`src/hdl/rst2d_pkg.sv`:
```
// Shared types and constants for the two-dimensional sum tree block.
`timescale 1ns / 1ps
package rst2d_pkg;

    localparam int DEF_MAX_ROWS   = 64;
    localparam int DEF_MAX_COLS   = 64;
    localparam int DEF_VALUE_BITS = 32;

    localparam int REQ_W      = 2;
    localparam int COORD_W    = 6;
    localparam int CNT_W      = 7;
    localparam int IN_VAL_W   = 32;
    localparam int OUT_SUM_W  = 32;
    localparam int CFG_IDX_W  = 2;
    localparam int CFG_DATA_W = 7;

    localparam logic [CFG_IDX_W-1:0] CFG_ROW_COUNT = 2'd0;
    localparam logic [CFG_IDX_W-1:0] CFG_COL_COUNT = 2'd1;

    localparam logic [REQ_W-1:0] REQ_SET   = 2'd0;
    localparam logic [REQ_W-1:0] REQ_QUERY = 2'd1;
    localparam logic [REQ_W-1:0] REQ_CLEAR = 2'd2;

    typedef enum logic [3:0] {
        DP_NOP,
        DP_LOAD,
        DP_CLR,
        DP_SC_RD,
        DP_SC_WR,
        DP_SR_INIT,
        DP_SR_RD,
        DP_SR_WR,
        DP_SR_NEXT,
        DP_Q_LO,
        DP_Q_HI,
        DP_Q_SHIFT,
        DP_Q_RD,
        DP_Q_ACC
    } t_dp_op;

    typedef struct packed {
        t_dp_op op;
        logic   cfg_we;
    } t_dp_cmd;

    typedef struct packed {
        logic [REQ_W-1:0] req;
        logic             bad;
        logic             empty;
        logic             cfg_hit;
        logic             clr_last;
        logic             sc_more;
        logic             sr_row_more;
        logic             sr_col_more;
        logic             q_row_more;
        logic             i0_odd;
        logic             i1_odd;
        logic             q_col_more;
    } t_dp_status;

endpackage

```
`src/hdl/rst2d_ctrl.sv`:
```
// Controller: request sequencer driving the datapath one step a cycle.
`timescale 1ns / 1ps
module rst2d_ctrl
    import rst2d_pkg::*;
(
    input  logic       i_clk,
    input  logic       i_rst_n,
    input  logic       i_start,
    input  logic       i_cfg_valid,
    input  t_dp_status i_st,
    output t_dp_cmd    o_cmd,
    output logic       o_busy,
    output logic       o_done,
    output logic       o_cfg_ready
);

    typedef enum logic [10:0] {
        S_IDLE  = 11'b00000000001,
        S_CLEAR = 11'b00000000010,
        S_SC    = 11'b00000000100,
        S_SCW   = 11'b00000001000,
        S_SR    = 11'b00000010000,
        S_SRW   = 11'b00000100000,
        S_QLO   = 11'b00001000000,
        S_QHI   = 11'b00010000000,
        S_QCOL  = 11'b00100000000,
        S_QACC  = 11'b01000000000,
        S_DONE  = 11'b10000000000
    } t_state;

    t_state r_state, n_state;
    logic   r_reply, n_reply;

    // Decode the next step
    always_comb begin
        n_state      = r_state;
        n_reply      = r_reply;
        o_cmd.op     = DP_NOP;
        o_cmd.cfg_we = 1'b0;
        case (r_state)
            S_IDLE: begin
                // A request transfer takes the cycle; config waits behind it
                o_cmd.cfg_we = i_cfg_valid && !i_start;
                if (i_start) begin
                    o_cmd.op = DP_LOAD;
                    if (i_st.bad) begin
                        n_state = S_DONE;
                    end else begin
                        case (i_st.req)
                            REQ_SET:   n_state = S_SC;
                            REQ_QUERY: n_state = i_st.empty ? S_DONE : S_QLO;
                            REQ_CLEAR: begin
                                n_state = S_CLEAR;
                                n_reply = 1'b1;
                            end
                            default:   n_state = S_DONE;
                        endcase
                    end
                end else if (i_cfg_valid && i_st.cfg_hit) begin
                    n_state = S_CLEAR;
                    n_reply = 1'b0;
                end
            end
            S_CLEAR: begin
                o_cmd.op = DP_CLR;
                if (i_st.clr_last) begin
                    n_state = r_reply ? S_DONE : S_IDLE;
                end
            end
            S_SC: begin
                if (i_st.sc_more) begin
                    o_cmd.op = DP_SC_RD;
                    n_state  = S_SCW;
                end else begin
                    o_cmd.op = DP_SR_INIT;
                    n_state  = S_SR;
                end
            end
            S_SCW: begin
                o_cmd.op = DP_SC_WR;
                n_state  = S_SC;
            end
            S_SR: begin
                if (!i_st.sr_row_more) begin
                    n_state = S_DONE;
                end else if (i_st.sr_col_more) begin
                    o_cmd.op = DP_SR_RD;
                    n_state  = S_SRW;
                end else begin
                    o_cmd.op = DP_SR_NEXT;
                end
            end
            S_SRW: begin
                o_cmd.op = DP_SR_WR;
                n_state  = S_SR;
            end
            S_QLO: begin
                if (!i_st.q_row_more) begin
                    n_state = S_DONE;
                end else if (i_st.i0_odd) begin
                    o_cmd.op = DP_Q_LO;
                    n_state  = S_QCOL;
                end else begin
                    n_state = S_QHI;
                end
            end
            S_QHI: begin
                if (i_st.i1_odd) begin
                    o_cmd.op = DP_Q_HI;
                    n_state  = S_QCOL;
                end else begin
                    o_cmd.op = DP_Q_SHIFT;
                    n_state  = S_QLO;
                end
            end
            S_QCOL: begin
                if (i_st.q_col_more) begin
                    o_cmd.op = DP_Q_RD;
                    n_state  = S_QACC;
                end else begin
                    n_state = S_QHI;
                end
            end
            S_QACC: begin
                o_cmd.op = DP_Q_ACC;
                n_state  = S_QCOL;
            end
            S_DONE: begin
                n_state = S_IDLE;
            end
            default: begin
                n_state = S_IDLE;
            end
        endcase
    end

    // Hold state; sweep the store after reset
    always_ff @(posedge i_clk) begin
        if (!i_rst_n) begin
            r_state <= S_CLEAR;
            r_reply <= 1'b0;
        end else begin
            r_state <= n_state;
            r_reply <= n_reply;
        end
    end

    assign o_busy      = (r_state != S_IDLE);
    assign o_done      = (r_state == S_DONE);
    assign o_cfg_ready = (r_state == S_IDLE) && !i_start;

endmodule
```
`config.mk`:
```
export PLATFORM = sky130hd
export DESIGN_NAME = rst2d_ctrl
export DESIGN_NICKNAME = d
export VERILOG_FILES = /design/src/hdl/rst2d_pkg.sv /design/src/hdl/rst2d_ctrl.sv
export SDC_FILE = /design/constraint.sdc
export NUM_CORES = 1
export LEC_CHECK = 0
export BUFFER_PORTS_ARGS = -buffer_cell sky130_fd_sc_hd__clkbuf_2
export CAP_MARGIN = 40
export CORE_ASPECT_RATIO = 1.4
export CORE_UTILIZATION = 46
export CTS_BUF_LIST = sky130_fd_sc_hd__clkbuf_8
export CTS_CLUSTER_SIZE = 16
export DETAILED_ROUTE_END_ITERATION = 12
export MAX_ROUTING_LAYER = met4
export PLACE_DENSITY = 0.7
export SYNTH_ARGS = -nofsm -noshare
export SYNTH_HDL_FRONTEND = slang
export SYNTH_SLANG_ARGS = --single-unit
```
`constraint.sdc`:
```
create_clock -name i_clk -period 1.9 [get_ports i_clk]
set_input_delay 0.19 -clock i_clk [delete_from_list [all_inputs] [get_ports i_clk]]
set_output_delay 0.19 -clock i_clk [all_outputs]
set_load 0.005 [all_outputs]
```
==> results <==
- The synthesized netlist occupies a cell area of 1010 um^2.
- The final number of hold-violating endpoints came to 0.
- The via total after detailed routing is 1,193.
- The clock sink total is 12.
- The max-slew violation count is 0.
- Max-cap violations in this run came to 0.
- The clock-pin slew of the registers on the worst-case setup and hold paths is 0.06 ns.
- Setup violations remaining at the end of the flow were counted as 5.
- The final RePlAce weighted congestion is 0.984.
- The violation count after the first detailed-routing iteration is 41.
- The busiest layer in global routing is met2.
- Across the routed clock network, the largest skew measured is 0.00706 ns.
- The final critical path takes up 105% of the cycle.
- The arrival time at the worst endpoint is 1.80 ns.
- The number of global-route vias before repair came to 1,082.
- The final antenna diode count is 0.
- The die is 41.6 um wide.
- The number of inserted filler cells in the final layout is 157.
- For this run, the number of Yosys warnings is 0.
- Of the total synthesized cell area, the portion taken by full adders, half adders and majority gates is 0%.
- Counting both buffers and inverters, the worst setup path holds a total of 1.
- The die extent in y is 57.5 um.
- Sorting the synthesized cells by area gives the leading types as dfxtp_1 24%, nor2_1 6.7%, nand4_1 6.2%.
- The number of placement rows is 19.
- A synthesized cell averages 8.22 um^2.
- The category of the worst setup path launch point is a flop.
- The first-pass iteration count of the detailed router is 4.
- Summed over all cells, the static leakage comes to 0.000635 uW.
- The data required time of the critical path is 1.71 ns.
- The final reports fail on setup timing.
- The transition time at the pin with the least slew margin is 0.435 ns.
- The global-route total usage across every layer is 29.8%.
- The clock buffer count from CTS is 3.
- Compared with the post-synthesis result, the final layout area differs by 45.2%.
- The area share of xor/xnor cells in the synthesized design is 3.47%.
- The met3 usage in global routing is 3.16%.
- The residual antenna-violating net count after detailed routing is 0.
- On the critical path the largest part of the delay comes from simple AND/OR/NAND/NOR gates.
- The number of distinct standard cells referenced by the synthesized netlist is 46.
- In this design, the stage delay of the slowest critical-path cell is 0.55 ns.
- The number of nets produced by synthesis is 140.
- The wire length of the first global-routing pass is 5.25 mm.
- Detailed placement ended at an HPWL of 2.28 mm.
- The number of enable flip-flop cells after synthesis is 0.
- The part of the Yosys area used for sequential elements is 23.8%.
- The share of the synthesized area in the top cell type is 23.8%.
- The class of the most critical hold timing path is in2reg.
- The cell count after synthesis came out at 123.
- The master of the slowest instance on the critical path is or4_4.
- The clock insertion delay at the later pin of the skew report is 0.25 ns.
- The post-layout minimum cycle time is 1.99 ns.
- Setup repair after global routing could not meet its margin everywhere.
- The critical path goes through or4_4, nor3_4, nand3_2, o2111ai_2, clkbuf_2.
- Of all nets on the critical path, the largest fanout is 6.
- The critical path in this run is classified as reg2out.
- The top cell type by total area after synthesis is dfxtp_1.
- After synthesis, the largest family of logic cells by area is simple AND/OR/NAND/NOR gates.
- IR analysis of the VDD net gives a maximum drop of 0.369 mV.
- After Yosys synthesis, and, or, nand and nor cells account for 50.0% of the synthesized area.
- Entering global routing, the biggest net connects 10 pins.
- Counting flops and latches in the post-synthesis netlist gives 12.
- The largest buffer count on any clock path is 2.
- The maximum clock frequency is 0.503 GHz.
- The sequential standard cell area is 260 um^2.
- The ratio of cells with drive above 1 in the final layout is 52.6%.
- For this block, the routed nets add up to 3.28 mm of wire.
- For this run, the post-layout net count is 192.
- In the routed layout, each cell is associated on average with a via count of 6.15.
- CTS built an H-tree with a depth of 1.
- Dividing the detail-routed wire length by the instance count gives 16.9 um.
- The fraction of synthesized area in multiplexers is 0%.
- The number of antenna violations at the first check in global routing is 0.
- The floorplan step defined a die boundary enclosing 2390 um^2.
- The number of port buffers is 24.
- The met2 global-route usage is 50.0%.
- The initial cell density of the core is 50.0%.
- In the synthesized netlist the dominant register cell turns out to be dfxtp_1.
- The TritonCTS clock tree is done.
- The final cell count without fillers is 194.
- The footprint of the multi-input gates is 782 um^2.
- The kind of end point of the critical path is an output port.
- The met1 track utilization from global routing is 33.6%.
- The flow ran to the end, but the final reports show violations.
- The worst slew margin relative to its limit is 70.7%.
- The region available for standard cell placement spans 2020 um^2.
- The number of cells in the design after placement is 173.
- The number of remaining DRC errors is 0.
- 25 I/O pins were placed.
- Summing the areas of all compound-gate instances in the mapped netlist gives 17.3% of the synthesized area.
- The share of synthesized flip-flops with an asynchronous set or reset is 0%.
- The final worst slack is -0.0884 ns.
- The ratio of total power to cell area is 489 nW/um^2.
- The total global routing overflow is 0.
- Once layout is complete, the utilization of the core stands at 72.6%.
- The buffer cell driving the clock tree root is clkbuf_8.
==> worst paths after layout <==
path                                start                 endpoint  slack [ns]  cells after the start
setup / recovery  r_state[3]$_SDFFE_PN0P_                 o_cmd[1]       -0.09                      5
setup reg to reg  r_state[3]$_SDFFE_PN0P_  r_state[6]$_SDFFE_PN0P_       -0.04                      8
hold / removal                    i_st[6]  r_state[3]$_SDFFE_PN0P_        0.25                      2
hold reg to reg      r_reply$_SDFFE_PN0P_     r_reply$_SDFFE_PN0P_        0.54                      2
==> cell usage in the layout (no fill, tap or decap), types with 2 or more instances in the layout <==
cell / instances
nor4_4: 2
dfxtp_1: 4
inv_1: 3
and2_1: 4
a31oi_1: 3
a21oi_1: 2
o211ai_1: 2
nand4b_1: 2
o21ai_0: 4
nand3_2: 3
nor2b_1: 2
nor3_4: 2
nor2_2: 3
nand2_1: 7
and3_1: 2
dfxtp_4: 4
buf_4: 26
nand4_1: 10
clkbuf_2: 22
and2b_2: 2
nor3_1: 2
nor2_1: 16
nand3_1: 2
nor4_2: 2
xor2_1: 3
dfxtp_2: 4
buf_2: 2
a21boi_0: 3
clkbuf_8: 3
==> synth_stat cells (2+ instances only) <==
cell type and number:
o2111ai_1 2, inv_1 3, nand3_1 5, dfxtp_1 12, buf_6 3, nand2_1 7
and2_2 2, nand4b_1 2, nor4_1 3, o21ai_0 4, nand4_1 10, and2b_2 2
nor2b_1 2, xor2_1 3, a21oi_1 2, a21boi_0 3, nor4_4 2, nor3_2 2
buf_2 2, o211ai_1 2, and2_1 4, and3_1 2, a31oi_1 3, nor3_1 2
nor2_1 18
==> stage by stage <==
stage	setup TNS, ns	hold WS [ns]	total power, uW	instance area (um^2)	setup WS [ns]
after detailed placement	0	0.501	447	1200	0.0478
final	-0.307	0.248	718	1470	-0.0884
after global placement	0	0.490	444	1200	0.0656
after global routing	-0.644	0.262	745	1470	-0.154
after floorplan	0	0.279	385	1010	0.258
after CTS	-0.213	0.238	696	1320	-0.0989
==> state kept, by name, indices dropped and copies added (netlist names) <==
name / cells
r_reply: 1
r_state: 11
==> power breakdown <==
group          internal [uW]  switching (uW)
registers                256            15.9
logic                    103            99.0
clock network            140             104
==> cell families after synthesis <==
family,after synthesis
AO/OA/AOI/OAI,24
AND/OR/NAND/NOR,75
flip-flops,12
XOR/XNOR,4
buffers and inverters,8
==> per-layer routing <==
metal / part of all wire [%] / vias to the layer above
met5: 0 / -
met4: 5.1 / 0
met3: 4.5 / 15
met2: 51 / 53
met1: 39 / 555
li1: - / 570
==> final cells by class <==
| class | count | share of cell area [%] |
|---|---|---|
| well taps | 21 | 1.79 |
| clock buffers | 3 | 2.81 |
| multi-input cells | 103 | 53.3 |
| inverters | 3 | 0.767 |
| flip-flops and latches | 12 | 17.7 |
| repair buffers | 52 | 23.6 |
==> timing repair <==
action,4_1_cts,5_1_grt
buffers inserted,6,12
cloned,0,0
hold buffers,0,0
endpoints found under the setup margin,5,10
resized for setup,8,21
pin swaps,3,8
hold endpoints to repair,0,0
Power figures use the tool's default switching activity.
